File: src/wsse_pkg.sv
// ----------------------------------------------------------------------------
// wsse_pkg
// shared types, tags and codes of the wav stream sample extractor
// ----------------------------------------------------------------------------
`default_nettype none

package wsse_pkg;

  localparam int MAX_CHANNELS_DEF = 2;

  localparam logic [31:0] TAG_RIFF = 32'h4646_4952;
  localparam logic [31:0] TAG_WAVE = 32'h4556_4157;
  localparam logic [31:0] TAG_FMT  = 32'h2074_6d66;
  localparam logic [31:0] TAG_DATA = 32'h6174_6164;

  localparam logic [15:0] FMT_PCM   = 16'h0001;
  localparam logic [15:0] FMT_FLOAT = 16'h0003;
  localparam logic [15:0] FMT_EXT   = 16'hFFFE;

  localparam logic [2:0] ERR_NONE       = 3'd0;
  localparam logic [2:0] ERR_HEADER     = 3'd1;
  localparam logic [2:0] ERR_MISSING    = 3'd2;
  localparam logic [2:0] ERR_COMPRESSED = 3'd3;
  localparam logic [2:0] ERR_DEPTH      = 3'd4;

  localparam logic [1:0] CFG_SEL    = 2'd0;
  localparam logic [1:0] CFG_START  = 2'd1;
  localparam logic [1:0] CFG_BUDGET = 2'd2;

  localparam int DIV_STEPS  = 32;
  localparam int NORM_STEPS = 5;

  typedef enum logic [2:0] {
    PH_HDR, PH_CHDR, PH_FMT, PH_SKIP, PH_PAD, PH_DATA, PH_DRAIN
  } phase_t;

  typedef enum logic [2:0] {
    ST_IDLE, ST_DIV, ST_DFIN, ST_NORM, ST_CFIN
  } state_t;

  typedef enum logic [1:0] {
    KIND_SAMPLE, KIND_INFO, KIND_ERROR, KIND_SHORT
  } kind_t;

  typedef struct packed {
    kind_t       kind;
    logic [31:0] value;
    logic        last;
    logic [2:0]  err;
    logic [1:0]  ch;
    logic [30:0] rate;
    logic [31:0] frames;
    logic        flt;
    logic [2:0]  bps;
  } res_t;

  typedef struct packed {
    logic       take;
    logic       div_step;
    logic       norm_step;
    logic [2:0] norm_idx;
    logic       fin_div;
    logic       fin_cvt;
  } cmd_t;

  typedef struct packed {
    logic need_div;
    logic need_cvt;
    logic out_free;
  } sts_t;

endpackage

`default_nettype wire

File: src/wsse_ctrl.sv
// ----------------------------------------------------------------------------
// wsse_ctrl
// sequencer: byte accept, frame divide, sample normalize, result hand-off
// ----------------------------------------------------------------------------
`default_nettype none

module wsse_ctrl
  import wsse_pkg::*;
(
  input  wire logic clk,
  input  wire logic rst_n,
  input  wire logic in_tvalid,
  output logic      in_tready,
  input  wire sts_t sts,
  output cmd_t      cmd
);

  state_t     st_r, st_nxt;
  logic [4:0] cnt_r, cnt_nxt;

  always_comb begin
    st_nxt  = st_r;
    cnt_nxt = cnt_r + 5'd1;
    case (st_r)
      ST_IDLE: begin
        cnt_nxt = '0;
        if (cmd.take && sts.need_div) begin
          st_nxt = ST_DIV;
        end else if (cmd.take && sts.need_cvt) begin
          st_nxt = ST_NORM;
        end
      end
      ST_DIV: begin
        if (cnt_r == 5'(DIV_STEPS - 1)) begin
          st_nxt = ST_DFIN;
        end
      end
      ST_NORM: begin
        if (cnt_r == 5'(NORM_STEPS - 1)) begin
          st_nxt = ST_CFIN;
        end
      end
      ST_DFIN, ST_CFIN: begin
        if (sts.out_free) begin
          st_nxt = ST_IDLE;
        end
      end
      default: st_nxt = ST_IDLE;
    endcase
  end

  always_comb begin
    cmd       = '0;
    in_tready = (st_r == ST_IDLE) && sts.out_free;
    cmd.take  = in_tvalid && in_tready;
    cmd.norm_idx = cnt_r[2:0];
    case (st_r)
      ST_DIV:  cmd.div_step  = 1'b1;
      ST_NORM: cmd.norm_step = 1'b1;
      ST_DFIN: cmd.fin_div   = sts.out_free;
      ST_CFIN: cmd.fin_cvt   = sts.out_free;
      default: ;
    endcase
  end

  always_ff @(posedge clk) begin
    if (!rst_n) begin
      st_r  <= ST_IDLE;
      cnt_r <= '0;
    end else begin
      st_r  <= st_nxt;
      cnt_r <= cnt_nxt;
    end
  end

`ifndef SYNTH
  a_ready_idle: assert property (@(posedge clk) disable iff (!rst_n)
    in_tready |-> (st_r == ST_IDLE))
    else $error("input ready outside idle");
  a_div_len: assert property (@(posedge clk) disable iff (!rst_n)
    (st_r == ST_DIV && cnt_r == 5'(DIV_STEPS - 1)) |=> (st_r == ST_DFIN))
    else $error("divide did not finish on time");
  a_fin_free: assert property (@(posedge clk) disable iff (!rst_n)
    (cmd.fin_div || cmd.fin_cvt) |-> sts.out_free)
    else $error("result load while output busy");
`endif

endmodule

`default_nettype wire

File: src/wsse_dpath.sv
// ----------------------------------------------------------------------------
// wsse_dpath
// chunk parser registers, frame divider, pcm to float converter, output register
// ----------------------------------------------------------------------------
`default_nettype none

module wsse_dpath
  import wsse_pkg::*;
#(
  parameter int MAX_CHANNELS = MAX_CHANNELS_DEF
) (
  input  wire logic        clk,
  input  wire logic        rst_n,
  input  wire cmd_t        cmd,
  output sts_t             sts,
  input  wire logic [7:0]  in_byte,
  input  wire logic        in_last,
  input  wire logic        cfg_we,
  input  wire logic [1:0]  cfg_index,
  input  wire logic [31:0] cfg_data,
  output res_t             out_res,
  output logic             out_valid,
  input  wire logic        out_ready
);

  localparam int CH_W   = (MAX_CHANNELS > 1) ? $clog2(MAX_CHANNELS) : 1;
  localparam int DIVR_W = $clog2(4 * MAX_CHANNELS + 1);

  logic        selch_r;
  logic [31:0] start_r, budget_r;

  phase_t      phase_r, phase_nxt;
  logic [31:0] pos_r, pos_nxt, tag_r, tag_nxt, len_r, len_nxt;
  logic [15:0] fmt_r, fmt_nxt, chan_r, chan_nxt, depth_r, depth_nxt;
  logic [31:0] rate_r, rate_nxt, ftot_r, ftot_nxt, fidx_r, fidx_nxt;
  logic [31:0] gath_r, gath_nxt, wfrom_r, wfrom_nxt, wend_r, wend_nxt;
  logic [1:0]  off_r, off_nxt;
  logic [CH_W-1:0] chn_r, chn_nxt;
  logic        riff_r, riff_nxt, flt_r, flt_nxt, pend_r, pend_nxt;
  logic [2:0]  sbytes_r, sbytes_nxt;

  logic [31:0]       dq_r, dq_nxt;
  logic [DIVR_W-1:0] drem_r, drem_nxt, ddiv_r, ddiv_nxt;
  logic [DIVR_W:0]   rem_sh;

  logic [31:0] cm_r, cm_nxt;
  logic [7:0]  cexp_r, cexp_nxt;
  logic        csign_r, csign_nxt, clast_r, clast_nxt;

  res_t        res, res_r;
  logic        res_ld, valid_r;
  logic        out_free;

  logic [31:0] p, gsmp, sx, want;
  logic [CH_W-1:0] sel;
  logic        frame_end, depth_ok, is_fl, wlast, rup;

  assign out_free = !valid_r || out_ready;

  always_comb begin
    phase_nxt = phase_r; pos_nxt = pos_r; tag_nxt = tag_r; len_nxt = len_r;
    fmt_nxt = fmt_r; chan_nxt = chan_r; depth_nxt = depth_r; rate_nxt = rate_r;
    ftot_nxt = ftot_r; fidx_nxt = fidx_r; gath_nxt = gath_r; wfrom_nxt = wfrom_r;
    wend_nxt = wend_r; off_nxt = off_r; chn_nxt = chn_r; riff_nxt = riff_r;
    flt_nxt = flt_r; pend_nxt = pend_r; sbytes_nxt = sbytes_r;
    dq_nxt = dq_r; drem_nxt = drem_r; ddiv_nxt = ddiv_r;
    cm_nxt = cm_r; cexp_nxt = cexp_r; csign_nxt = csign_r; clast_nxt = clast_r;
    res = '0; res_ld = 1'b0;
    sts = '0;
    sts.out_free = out_free;
    p = pos_r;
    gsmp = '0; sx = '0; want = '0; wlast = 1'b0; rup = 1'b0;
    is_fl = (fmt_r == FMT_FLOAT);
    depth_ok = is_fl ? (depth_r == 16'd32) : (depth_r inside {16'd8, 16'd16, 16'd24, 16'd32});
    sel = ({15'd0, selch_r} < chan_r) ? CH_W'(selch_r) : '0;
    frame_end = (off_r == 2'(sbytes_r - 3'd1)) && (chn_r == CH_W'(chan_r - 16'd1));
    rem_sh = {drem_r, dq_r[31]};

    if (cmd.take) begin
      case (phase_r)
        PH_HDR: begin
          tag_nxt = {in_byte, tag_r[31:8]};
          if (p == 32'd3) riff_nxt = (tag_nxt == TAG_RIFF);
          if (p == 32'd11) begin
            if (riff_r && tag_nxt == TAG_WAVE) begin
              phase_nxt = PH_CHDR;
              pos_nxt   = '0;
            end else begin
              res.kind = KIND_ERROR; res.err = ERR_HEADER; res_ld = 1'b1;
              phase_nxt = PH_DRAIN;
            end
          end else begin
            pos_nxt = p + 32'd1;
          end
        end
        PH_CHDR: begin
          pos_nxt = p + 32'd1;
          if (p < 32'd4) begin
            tag_nxt = {in_byte, tag_r[31:8]};
            if (p == 32'd0) len_nxt = '0;
          end else begin
            len_nxt = len_r | ({24'd0, in_byte} << {p[1:0], 3'b000});
            if (p == 32'd7) begin
              pos_nxt = '0;
              if (tag_r == TAG_FMT && len_nxt >= 32'd16) begin
                phase_nxt = PH_FMT;
              end else if (tag_r == TAG_DATA) begin
                if (chan_r == 16'd0 || chan_r > 16'(MAX_CHANNELS) || rate_r == 32'd0 ||
                    rate_r[31] || depth_r < 16'd8) begin
                  res.kind = KIND_ERROR; res.err = ERR_MISSING; res_ld = 1'b1;
                  phase_nxt = PH_DRAIN;
                end else if (!(fmt_r == FMT_PCM || is_fl)) begin
                  res.kind = KIND_ERROR; res.err = ERR_COMPRESSED; res_ld = 1'b1;
                  phase_nxt = PH_DRAIN;
                end else if (!depth_ok) begin
                  res.kind = KIND_ERROR; res.err = ERR_DEPTH; res_ld = 1'b1;
                  phase_nxt = PH_DRAIN;
                end else begin
                  sts.need_div = 1'b1;
                  dq_nxt   = len_nxt;
                  drem_nxt = '0;
                  ddiv_nxt = DIVR_W'(32'(depth_r[5:3]) * 32'(chan_r));
                end
              end else if (len_nxt == 32'd0) begin
                phase_nxt = PH_CHDR;
              end else begin
                phase_nxt = PH_SKIP;
              end
            end
          end
        end
        PH_FMT: begin
          case (p)
            32'd0:  fmt_nxt[7:0]    = in_byte;
            32'd1:  fmt_nxt[15:8]   = in_byte;
            32'd2:  chan_nxt[7:0]   = in_byte;
            32'd3:  chan_nxt[15:8]  = in_byte;
            32'd4:  rate_nxt[7:0]   = in_byte;
            32'd5:  rate_nxt[15:8]  = in_byte;
            32'd6:  rate_nxt[23:16] = in_byte;
            32'd7:  rate_nxt[31:24] = in_byte;
            32'd14: depth_nxt[7:0]  = in_byte;
            32'd15: depth_nxt[15:8] = in_byte;
            32'd24: gath_nxt = {24'd0, in_byte};
            32'd25: if (fmt_r == FMT_EXT) fmt_nxt = {in_byte, gath_r[7:0]};
            default: ;
          endcase
          if (p + 32'd1 == len_r) begin
            gath_nxt  = '0;
            phase_nxt = len_r[0] ? PH_PAD : PH_CHDR;
            pos_nxt   = '0;
          end else begin
            pos_nxt = p + 32'd1;
          end
        end
        PH_SKIP: begin
          if (p + 32'd1 == len_r) begin
            phase_nxt = len_r[0] ? PH_PAD : PH_CHDR;
            pos_nxt   = '0;
          end else begin
            pos_nxt = p + 32'd1;
          end
        end
        PH_PAD: begin
          phase_nxt = PH_CHDR;
          pos_nxt   = '0;
        end
        PH_DATA: begin
          if (chn_r == sel) gath_nxt = gath_r | ({24'd0, in_byte} << {off_r, 3'b000});
          gsmp = gath_nxt;
          if (off_r != 2'(sbytes_r - 3'd1)) begin
            off_nxt = off_r + 2'd1;
          end else begin
            off_nxt = '0;
            chn_nxt = chn_r + CH_W'(1);
          end
          if (frame_end) begin
            chn_nxt = '0;
            wlast = (fidx_r + 32'd1 == wend_r);
            if (fidx_r >= wfrom_r) begin
              if (flt_r) begin
                res.kind = KIND_SAMPLE; res.value = gsmp; res.last = wlast; res_ld = 1'b1;
              end else begin
                sts.need_cvt = 1'b1;
                case (sbytes_r)
                  3'd1:    sx = {{24{~gsmp[7]}}, ~gsmp[7], gsmp[6:0]};
                  3'd2:    sx = {{16{gsmp[15]}}, gsmp[15:0]};
                  3'd3:    sx = {{8{gsmp[23]}}, gsmp[23:0]};
                  default: sx = gsmp;
                endcase
                csign_nxt = sx[31];
                cm_nxt    = sx[31] ? (~sx + 32'd1) : sx;
                cexp_nxt  = 8'd159 - 8'({sbytes_r, 3'b000});
                clast_nxt = wlast;
              end
            end
            fidx_nxt = fidx_r + 32'd1;
            gath_nxt = '0;
            if (fidx_nxt >= wend_r) phase_nxt = PH_DRAIN;
          end
        end
        default: ;
      endcase

      if (in_last) begin
        if (!res_ld && !sts.need_div && !sts.need_cvt) begin
          if (phase_nxt == PH_HDR) begin
            res.kind = KIND_ERROR; res.err = ERR_HEADER; res_ld = 1'b1;
          end else if (phase_nxt == PH_DATA) begin
            res.kind = KIND_SHORT; res_ld = 1'b1;
          end else if (phase_nxt != PH_DRAIN) begin
            res.kind = KIND_ERROR; res.err = ERR_MISSING; res_ld = 1'b1;
          end
        end
        if (sts.need_div) pend_nxt = 1'b1;
      end
    end

    if (cmd.div_step) begin
      if (rem_sh >= {1'b0, ddiv_r}) begin
        drem_nxt = DIVR_W'(rem_sh - {1'b0, ddiv_r});
        dq_nxt   = {dq_r[30:0], 1'b1};
      end else begin
        drem_nxt = DIVR_W'(rem_sh);
        dq_nxt   = {dq_r[30:0], 1'b0};
      end
    end

    if (cmd.norm_step) begin
      case (cmd.norm_idx)
        3'd0: if (cm_r[31:16] == '0) begin cm_nxt = {cm_r[15:0], 16'd0}; cexp_nxt = cexp_r - 8'd16; end
        3'd1: if (cm_r[31:24] == '0) begin cm_nxt = {cm_r[23:0], 8'd0}; cexp_nxt = cexp_r - 8'd8; end
        3'd2: if (cm_r[31:28] == '0) begin cm_nxt = {cm_r[27:0], 4'd0}; cexp_nxt = cexp_r - 8'd4; end
        3'd3: if (cm_r[31:30] == '0) begin cm_nxt = {cm_r[29:0], 2'd0}; cexp_nxt = cexp_r - 8'd2; end
        3'd4: if (!cm_r[31]) begin cm_nxt = {cm_r[30:0], 1'b0}; cexp_nxt = cexp_r - 8'd1; end
        default: ;
      endcase
    end

    if (cmd.fin_cvt) begin
      rup = cm_r[7] & ((|cm_r[6:0]) | cm_r[8]);
      res.kind  = KIND_SAMPLE;
      res.value = (cm_r == '0) ? '0 : ({csign_r, cexp_r, cm_r[30:8]} + {31'd0, rup});
      res.last  = clast_r;
      res_ld    = 1'b1;
    end

    if (cmd.fin_div) begin
      res_ld = 1'b1;
      if (dq_r == '0) begin
        res.kind = KIND_ERROR; res.err = ERR_MISSING;
        phase_nxt = PH_DRAIN;
      end else begin
        ftot_nxt   = dq_r;
        sbytes_nxt = depth_r[5:3];
        flt_nxt    = is_fl;
        fidx_nxt   = '0; off_nxt = '0; chn_nxt = '0; gath_nxt = '0;
        if (budget_r == '0 || start_r >= dq_r) begin
          phase_nxt = PH_DRAIN;
        end else begin
          want      = dq_r - start_r;
          if (budget_r < want) want = budget_r;
          wfrom_nxt = start_r;
          wend_nxt  = start_r + want;
          phase_nxt = PH_DATA;
        end
        res.kind   = KIND_INFO;
        res.ch     = chan_r[1:0];
        res.rate   = rate_r[30:0];
        res.frames = dq_r;
        res.flt    = is_fl;
        res.bps    = depth_r[5:3];
      end
    end

    if ((cmd.take && in_last && !sts.need_div) || (cmd.fin_div && pend_r)) begin
      phase_nxt = PH_HDR; pos_nxt = '0; tag_nxt = '0; len_nxt = '0;
      fmt_nxt = '0; chan_nxt = '0; depth_nxt = '0; rate_nxt = '0;
      ftot_nxt = '0; fidx_nxt = '0; gath_nxt = '0; wfrom_nxt = '0;
      wend_nxt = '0; off_nxt = '0; chn_nxt = '0; riff_nxt = 1'b0;
      flt_nxt = 1'b0; sbytes_nxt = '0; pend_nxt = 1'b0;
    end
  end

  always_ff @(posedge clk) begin
    if (!rst_n) begin
      selch_r  <= 1'b0;
      start_r  <= '0;
      budget_r <= '1;
    end else if (cfg_we) begin
      case (cfg_index)
        CFG_SEL:    selch_r  <= cfg_data[0];
        CFG_START:  start_r  <= cfg_data;
        CFG_BUDGET: budget_r <= cfg_data;
        default: ;
      endcase
    end
  end

  always_ff @(posedge clk) begin
    if (!rst_n) begin
      phase_r <= PH_HDR; pos_r <= '0; tag_r <= '0; len_r <= '0;
      fmt_r <= '0; chan_r <= '0; depth_r <= '0; rate_r <= '0;
      ftot_r <= '0; fidx_r <= '0; gath_r <= '0; wfrom_r <= '0;
      wend_r <= '0; off_r <= '0; chn_r <= '0; riff_r <= 1'b0;
      flt_r <= 1'b0; pend_r <= 1'b0; sbytes_r <= '0;
      valid_r <= 1'b0;
    end else begin
      phase_r <= phase_nxt; pos_r <= pos_nxt; tag_r <= tag_nxt; len_r <= len_nxt;
      fmt_r <= fmt_nxt; chan_r <= chan_nxt; depth_r <= depth_nxt; rate_r <= rate_nxt;
      ftot_r <= ftot_nxt; fidx_r <= fidx_nxt; gath_r <= gath_nxt; wfrom_r <= wfrom_nxt;
      wend_r <= wend_nxt; off_r <= off_nxt; chn_r <= chn_nxt; riff_r <= riff_nxt;
      flt_r <= flt_nxt; pend_r <= pend_nxt; sbytes_r <= sbytes_nxt;
      if (res_ld) begin
        valid_r <= 1'b1;
      end else if (out_ready) begin
        valid_r <= 1'b0;
      end
    end
  end

  always_ff @(posedge clk) begin
    dq_r <= dq_nxt; drem_r <= drem_nxt; ddiv_r <= ddiv_nxt;
    cm_r <= cm_nxt; cexp_r <= cexp_nxt; csign_r <= csign_nxt; clast_r <= clast_nxt;
    if (res_ld) res_r <= res;
  end

  assign out_res   = res_r;
  assign out_valid = valid_r;

endmodule

`default_nettype wire

File: src/wav_stream_sample_extractor_unit.sv
// ----------------------------------------------------------------------------
// wav_stream_sample_extractor_unit
// riff/wave byte stream parser giving stream info, errors and float samples
// ----------------------------------------------------------------------------
//  channel | dir | payload
//  in_     | in  | tdata: data_byte, tlast: end_of_file
//  out_    | out | tuser: result_kind, tlast: last_sample, tdata: stream fields
//  cfg_    | in  | write enable, register index, 32-bit data
//
//  one byte per cycle in all parse phases while the sequencer is idle
//  data header: restoring divide for total frames, then info item
//  pcm sample (not float): shift normalize, then round to float
//  input stalls while out_tvalid is high and out_tready low, and during divide and normalize
//  synchronous active-low reset, no clearing pass
// ----------------------------------------------------------------------------
`default_nettype none

module wav_stream_sample_extractor_unit
  import wsse_pkg::*;
#(
  parameter int MAX_CHANNELS = MAX_CHANNELS_DEF
) (
  input  wire logic         clk,
  input  wire logic         rst_n,
  input  wire logic         in_tvalid,
  output logic              in_tready,
  input  wire logic [7:0]   in_tdata,   // data_byte
  input  wire logic         in_tlast,
  output logic              out_tvalid,
  input  wire logic         out_tready,
  // sample_value, error_code, channel_count, sample_rate, total_frames,
  // is_float, sample_bytes
  output logic [103:0]      out_tdata,
  output logic [1:0]        out_tuser,  // result_kind
  output logic              out_tlast,
  input  wire logic         cfg_we,
  input  wire logic [1:0]   cfg_index,
  input  wire logic [31:0]  cfg_data
);

  cmd_t cmd;
  sts_t sts;
  res_t res;

  wsse_ctrl u_ctrl (
    .clk       (clk),
    .rst_n     (rst_n),
    .in_tvalid (in_tvalid),
    .in_tready (in_tready),
    .sts       (sts),
    .cmd       (cmd)
  );

  wsse_dpath #(
    .MAX_CHANNELS (MAX_CHANNELS)
  ) u_dpath (
    .clk       (clk),
    .rst_n     (rst_n),
    .cmd       (cmd),
    .sts       (sts),
    .in_byte   (in_tdata),
    .in_last   (in_tlast),
    .cfg_we    (cfg_we),
    .cfg_index (cfg_index),
    .cfg_data  (cfg_data),
    .out_res   (res),
    .out_valid (out_tvalid),
    .out_ready (out_tready)
  );

  assign out_tdata = {res.bps, res.flt, res.frames, res.rate, res.ch, res.err, res.value};
  assign out_tuser = res.kind;
  assign out_tlast = res.last;

endmodule

`default_nettype wire
File: config.mk
export PLATFORM = sky130hd
export DESIGN_NAME = wav_stream_sample_extractor_unit
export DESIGN_NICKNAME = d
export VERILOG_FILES = /design/src/wsse_pkg.sv /design/src/wsse_ctrl.sv /design/src/wsse_dpath.sv /design/src/wav_stream_sample_extractor_unit.sv
export SDC_FILE = /design/constraint.sdc
export NUM_CORES = 2
export LEC_CHECK = 0
export ABC_CLOCK_PERIOD_IN_PS = 9200
export BUFFER_PORTS_ARGS = -buffer_cell sky130_fd_sc_hd__buf_2
export CELL_PAD_IN_SITES_DETAIL_PLACEMENT = 1
export CELL_PAD_IN_SITES_GLOBAL_PLACEMENT = 1
export CORE_MARGIN = 2
export CORE_UTILIZATION = 48
export CTS_CLUSTER_SIZE = 30
export DETAILED_ROUTE_END_ITERATION = 10
export GPL_TIMING_DRIVEN = 0
export PLACE_DENSITY_LB_ADDON = 0.1
export REMOVE_ABC_BUFFERS = 1
export SYNTH_ARGS = -nofsm -noshare
export SYNTH_HDL_FRONTEND = slang
export SYNTH_HIERARCHICAL = 1
export SYNTH_SLANG_ARGS = --single-unit
File: constraint.sdc
create_clock -name clk -period 9.2 [get_ports clk]
set_input_delay 0.92 -clock clk [delete_from_list [all_inputs] [get_ports clk]]
set_output_delay 0.92 -clock clk [all_outputs]
set_load 0.05 [all_outputs]
---- Word level (Yosys, flattened, before mapping) ----
Index checks and enable logic that the tools add are counted.
Widths: inputs -> output; s select.
operators by class
  shifts and indexed selects .............. 2
  muxes and demuxes ....................... 209
  $add $sub $neg .......................... 18
  reduce and logical (&&, ||, !) cells .... 84
  bitwise operators ....................... 14
  multipliers ............................. 1
  magnitude comparators ................... 10
  equality and inequality tests ........... 62
operators by type and width
  kind                   number
  $mux 32                54
  $logic_not 32->1       6
  $pmux 32 s5            1
  $eq 32x3->1 const B    4
  $pmux 32 s2            2
  $pmux 32 s4            1
  $mux 3                 36
  $mux 35                3
  $add 32x1->32 const B  3
  $eq 32x31->1 const B   3
  $eq 32x4->1 const B    3
  $ge 32x32->1           3
  $pmux 32 s3            1
  $mux 8                 11
  $mux 72                1
  $mux 69                1
  $mux 33                2
  $eq 32x2->1 const B    2
  $eq 32x32->1           2
  $eq 32x5->1 const B    2
  $or 32x32->32          2
  $shl 8x5->32           2
  $mux 1                 51
  $mux 2                 24
  other kinds (76)       180
word-level totals
  output and inout bits ................... 109
  bits in registers ....................... 579
  logic and storage cells ................. 446
  input bits .............................. 48

---- Logic depth before layout (Yosys ltp) ----
  word-level depth ........................ 24
  mapped depth ............................ 39
  gate-level depth less buffers ........... 37

---- Hierarchy ----
Netlist, hierarchy kept.
by module, submodules not included
  module      sequential area each (um^2)  instances  area each (um^2)  cells each
  wsse_dpath  12,962.4                     1          35,161.2          4,303
  wsse_ctrl   160.2                        1          483.0             54

---- Least setup slack after synthesis ----
OpenSTA, ideal clock, no wires.
  path type ............................... register -> register
  from .................................... reg u_dpath.fidx_r[0]
  to ...................................... reg u_dpath.res_r (netlist bit u_dpath/out_res[0]) (enable)
  cell stages (with the launch flop) ...... 25
  period minus slack after synthesis ...... 7,272 ps
  path slack .............................. 1,928 ps
  required time ........................... 8,715 ps
  buffers on the path ..................... 0
  data arrival time ....................... 6,788 ps
  cells stage by stage .................... dfxtp_1 -> ha_1 -> and3_1 -> and3_1 -> and3_1 -> and3_1 -> and3_1 -> and3_1 -> and3_1 -> and3_1 -> nand3_1 -> xnor2_1 -> ha_1 -> nand4_1 -> nor2_1 -> o21ai_0 -> a21oi_1 -> nor4_1 -> o21a_1 -> a21oi_1 -> a31oi_1 -> o22a_1 -> o21ai_2 -> a31oi_1 -> nand2b_1
between the ends
  cells in the longest elaborated chain, start to end .. 15
ends and longest elaborated chain
  item                      RTL line           source
  start: declaration        wsse_dpath.sv:35   logic [31:0] rate_r, rate_nxt, ftot_r, ftot_nxt, fidx_r, fidx_nxt;
  start signal: assignment  wsse_dpath.sv:311  ftot_r <= ftot_nxt; fidx_r <= fidx_nxt; gath_r <= gath_nxt; wfrom_r <= wfrom_nxt;
  $add 32x1->32             wsse_dpath.sv:197  fidx_nxt = fidx_r + 32'd1;
  $ge 32x32->1              wsse_dpath.sv:199  if (fidx_nxt >= wend_r) phase_nxt = PH_DRAIN;
  $mux 3                    wsse_dpath.sv:199
  $mux 3                    wsse_dpath.sv:177  if (frame_end) begin
  $pmux 3 s5                wsse_dpath.sv:80   case (phase_r)
  $mux 3                    wsse_dpath.sv:79   if (cmd.take) begin
  $ne 3x3->1                wsse_dpath.sv:211  end else if (phase_nxt != PH_DRAIN) begin
  $mux 1                    wsse_dpath.sv:211
  $mux 1                    wsse_dpath.sv:209  end else if (phase_nxt == PH_DATA) begin
  $mux 1                    wsse_dpath.sv:207  if (phase_nxt == PH_HDR) begin
  $mux 1                    wsse_dpath.sv:206  if (!res_ld && !sts.need_div && !sts.need_cvt) begin
  $mux 1 *                  wsse_dpath.sv:205  if (in_last) begin
  $mux 1 *                  wsse_dpath.sv:79
  $mux 1 *                  wsse_dpath.sv:240  if (cmd.fin_cvt) begin
  $mux 1 *                  wsse_dpath.sv:248  if (cmd.fin_div) begin
  via u_dpath.res_ld        wsse_dpath.sv:51   logic res_ld, valid_r;
  end signal: assignment    wsse_dpath.sv:325  if (res_ld) res_r <= res;
  end: declaration          wsse_dpath.sv:50   res_t res, res_r;
Mark *: on every way through the listed nets, which the timed path passes. The rest lies on a longest branch. The select of a mux whose other input is x is not followed.
A chain may end at the register's enable or synchronous reset.

---- Final worst setup path ----
  from .................................... reg u_dpath.dq_r[0]
  to ...................................... reg u_dpath.wend_r[31]
between the ends
  cells in the longest elaborated chain, start to end .. 7
ends and longest elaborated chain
  item                      RTL line           source
  start: declaration        wsse_dpath.sv:42   logic [31:0] dq_r, dq_nxt;
  start signal: assignment  wsse_dpath.sv:323  dq_r <= dq_nxt; drem_r <= drem_nxt; ddiv_r <= ddiv_nxt;
  $sub 32x32->32            wsse_dpath.sv:261  want = dq_r - start_r;
  $lt 32x32->1              wsse_dpath.sv:262  if (budget_r < want) want = budget_r;
  $mux 32                   wsse_dpath.sv:262
  $mux 32                   wsse_dpath.sv:258  if (budget_r == '0 || start_r >= dq_r) begin
  $mux 32                   wsse_dpath.sv:250  if (dq_r == '0) begin
  $mux 32                   wsse_dpath.sv:248
  $add 32x32->32            wsse_dpath.sv:264  wend_nxt = start_r + want;
  end signal: assignment    wsse_dpath.sv:312  wend_r <= wend_nxt; off_r <= off_nxt; chn_r <= chn_nxt; riff_r <= riff_nxt;
  end: declaration          wsse_dpath.sv:36   logic [31:0] gath_r, gath_nxt, wfrom_r, wfrom_nxt, wend_r, wend_nxt;
Parallel ways exist; a longest one is shown, timed or not. The select of a mux whose other input is x is not followed.

==> metrics.md <==
| Metric | Value |
|---|---|
| Top cells by area, synth | `dfxtp_1, edfxtp_1, ha_1` |
| CTS Sinks | `579` |
| Cells after DPL | `5240` |
| Inserted Clock Buffers | `69` |
| Core Region | `73200 um2` |
| Routed Antenna Nets | `0` |
| Final Setup Violations | `0` |
| Placed cell areas | `37200 um2` |
| Most used cell, CP | `a21oi_1` |
| Crit path largest cell delay | `0.55 ns` |
| Area grow syn2layout | `11.0%` |
| Share of layout cells above drive strength 1 | `8.75%` |
| Vias in the first global route | `33700` |
| Synthesized instance count | `4357` |
| Number of synthesized flops with an enable pin | `153` |
| Via density | `6.22` |
| # rows | `99` |
| Root buffer cell | `clkbuf_16` |
| Congestion Overflow GR | `0` |
| Final Net Count | `4592` |
| Unrepaired setup endpoints after global routing | `false` |
| I/O pins | `157` |
| Largest net degree at the start of global routing | `71` |
| R2r worst-path depth | `34` |
| Post-layout instance area | `39600 um2` |
| Final Power | `6.09 mW` |
| Setup TNS | `0 ns` |
| Router iterations before antenna repair | `7` |
| Initial antenna violation count | `3` |
| Critical path fanouts, max | `33` |
| Input/output buffers | `156` |
| Synth top cells by count | `nor2_1, nand2_1, dfxtp_1` |
| Final WS setup | `0.446 ns` |
| RePlAce Congestion | `0.949` |
| Slew Limit Fails | `0` |
| Post-route minimum period | `8.75 ns` |
| DRC | `0` |
| Cells on Worst Hold Path | `2` |
| VDD IR max | `0.000158 V` |
| Synth top area share | `23.9%` |
| Die outline height | `277 um` |
| PwrDens | `154 nW/um2` |
| Syn avg cell area | `8.18 um2` |
| Clk_lat worst skew | `0.64 ns` |
| Total Wirelength | `126 mm` |
| Synth Warn # | `6` |
| Setup Skew | `0.0340 ns` |
| Die area | `76500 um2` |
| Clock Pin Slew Worst Setup and Hold Paths | `0.06 ns` |
| CTS tree | `done` |
| Routed wire length per instance | `23.4 um` |
| Fillers | `8763` |
| Commonest register cell after synthesis | `dfxtp_1` |
| Hold path endpoint | `u_dpath/tag_r[7]$_SDFFE_PP0P_` |
| Initial drt markers | `2840` |
| Post-synthesis cell area | `35600 um2` |
| First-pass GRT wire length | `197 mm` |
| Crit path launch type | `flop` |
| Worst Max-Slew Pin Slew | `1.40 ns` |
| CP required | `9.76 ns` |
| Worst Hold Class | `reg2reg` |
| Die W | `277 um` |
| H-tree lvl count | `3` |
| Crit path capture type | `flop` |
| Hold Fails Final Rpt | `0` |
| Relative slew slack | `5.84%` |
| Final Cycle Share | `95.2%` |
| Post-synthesis sequential area ratio | `36.8%` |
| CP Class | `reg2reg` |
| Total track usage | `32.1%` |
| Reg2reg start | `u_dpath/dq_r[0]$_DFFE_PP_` |
| DP Wirelength | `91.1 mm` |
| Top-count cell post-synth | `nor2_1` |
| # Max-Cap Violations | `0` |
| R2R Setup Slk | `0.45 ns` |
| Max Clk Rate | `114 MHz` |
| Synth area leader | `dfxtp_1` |
| Hold-fix buffers, CTS | `0` |
| Worst path slowest cell | `o41ai_2` |
| Starting Density | `48.7%` |
| Status | `finished, final reports clean` |
| Synth async-reset ratio | `0%` |
| Place WS | `0.247 ns` |
| Fin cells | `5370` |
| Signal arrival time at the worst endpoint | `9.32 ns` |
| Buffer levels on the longest clock path | `3` |
| HP Start | `u_dpath/tag_r[7]$_SDFFE_PP0P_` |
| Yosys cell types | `97` |
| R2r endpoint | `u_dpath/wend_r[31]$_SDFFE_PP0P_` |
| Yosys reg bits | `579` |
| Leak | `15.2 nW` |
| DR vias | `33400` |
[registers in the layout, summed over array words and instances (netlist names), 4 cells and up]
register	cells
u_ctrl/cnt_r	5
u_dpath/budget_r	32
u_dpath/cexp_r	8
u_dpath/chan_r	16
u_dpath/cm_r	32
u_dpath/ddiv_r	4
u_dpath/depth_r	16
u_dpath/dq_r	32
u_dpath/drem_r	4
u_dpath/fidx_r	32
u_dpath/fmt_r	16
u_dpath/gath_r	32
u_dpath/len_r	32
u_dpath/out_res	107
u_dpath/p	32
u_dpath/rate_r	32
u_dpath/start_r	32
u_dpath/tag_r	32
u_dpath/wend_r	32
u_dpath/wfrom_r	32
[where the power goes]
| part | internal (mW) | switching [mW] | leakage, nW |
|---|---|---|---|
| logic | 0.178 | 0.390 | 9.14 |
| clock network | 1.61 | 1.23 | 1.13 |
| registers | 2.64 | 0.0371 | 4.91 |
| total | 4.43 | 1.65 | 15.2 |
[logic make-up (layout without fill, tap and decap cells)]
| logic type | count (synthesis) | count (layout) | share of synthesized area, % |
|---|---|---|---|
| DFF | 579 | 579 | 36.8 |
| other | 0 | 2 | 0 |
| muxes | 137 | 137 | 3.86 |
| adders and majority gates | 192 | 192 | 6.82 |
| and+or+nand+nor | 1639 | 1639 | 22.1 |
| AOI/OAI and AO/OA | 1100 | 1100 | 19.5 |
| buffers and inverters | 482 | 534 | 5.27 |
| xor gates and xnor gates | 228 | 228 | 5.60 |
[per-layer routing]
metal	vias up	wire length [um]	share of wire, %	track usage [%]
li1	15600	-	-	-
met1	16600	54500	43	42.0
met2	1038	59000	47	53.4
met3	263	7050	5.6	4.39
met4	0	5320	4.2	13.3
met5	-	0	0	0
[worst max path at each step]
stage | cells past startpoint | start | endpoint
finish | 34 | u_dpath/dq_r[0]$_DFFE_PP_ | u_dpath/wend_r[31]$_SDFFE_PP0P_
detailed placement | 37 | u_dpath/dq_r[0]$_DFFE_PP_ | u_dpath/wend_r[24]$_SDFFE_PP0P_
CTS | 37 | u_dpath/dq_r[0]$_DFFE_PP_ | u_dpath/wend_r[24]$_SDFFE_PP0P_
global route | 34 | u_dpath/dq_r[1]$_DFFE_PP_ | u_dpath/wend_r[31]$_SDFFE_PP0P_
floorplan | 9 | out_tready | u_dpath/chn_r$_SDFF_PP0_
global placement | 10 | out_tready | u_dpath/gath_r[3]$_SDFF_PP0_
[critical path, delay by kind of cell (launching register included)]
family                   cells  cell delay [ns]
AO/OA/AOI/OAI               20             4.83
adder cells (fa/ha/maj)      4             1.22
AND/OR/NAND/NOR              4             0.93
buffers and inverters        3             0.57
flip-flops                   1             0.46
multiplexers                 1             0.40
XOR/XNOR                     2             0.21
[metrics by stage]
| stage | util (%) | hold slack (ns) |
|---|---|---|
| 3_5_place_dp | 50.8 | 0.454 |
| 3_3_place_gp | 49.8 | 0.444 |
| 6_report | 54.0 | 0.457 |
| 2_1_floorplan | - | 0.431 |
| 5_1_grt | 54.0 | 0.488 |
| 4_1_cts | 54.0 | 0.463 |
[placed cells by master, fill, tap and decap left out, types with 54 or more instances in the layout]
cell       instances
xnor2_1          109
ha_1             188
nor4_1            77
xor2_1           119
edfxtp_1         153
inv_1            189
buf_2            155
o21ai_0          193
and2_1           103
nand2_1          454
a21oi_1          404
mux2i_1          133
nand4_1           61
nand3_1           81
nor2_1           533
a211oi_1          55
dfxtp_1          426
clkbuf_16         70
o211ai_1          54
[area by class of cell]
class / count / area [um2] / area share [%]
inverter: 192 / 721 / 1.82
clock buffer: 99 / 1940 / 4.91
timing repair buffer: 214 / 1420 / 3.60
tap: 959 / 1200 / 3.03
multi-input combinational: 3296 / 20800 / 52.5
sequential: 579 / 13100 / 33.2
antenna: 2 / 5.00 / 0.0127
clock inverter: 29 / 374 / 0.946
[timing repair]
item / CTS / global route
setup endpoints to repair: 0 / 9
gates resized for setup: 0 / 4
buffers inserted: 0 / 0
(Power assumes the default switching activity.)
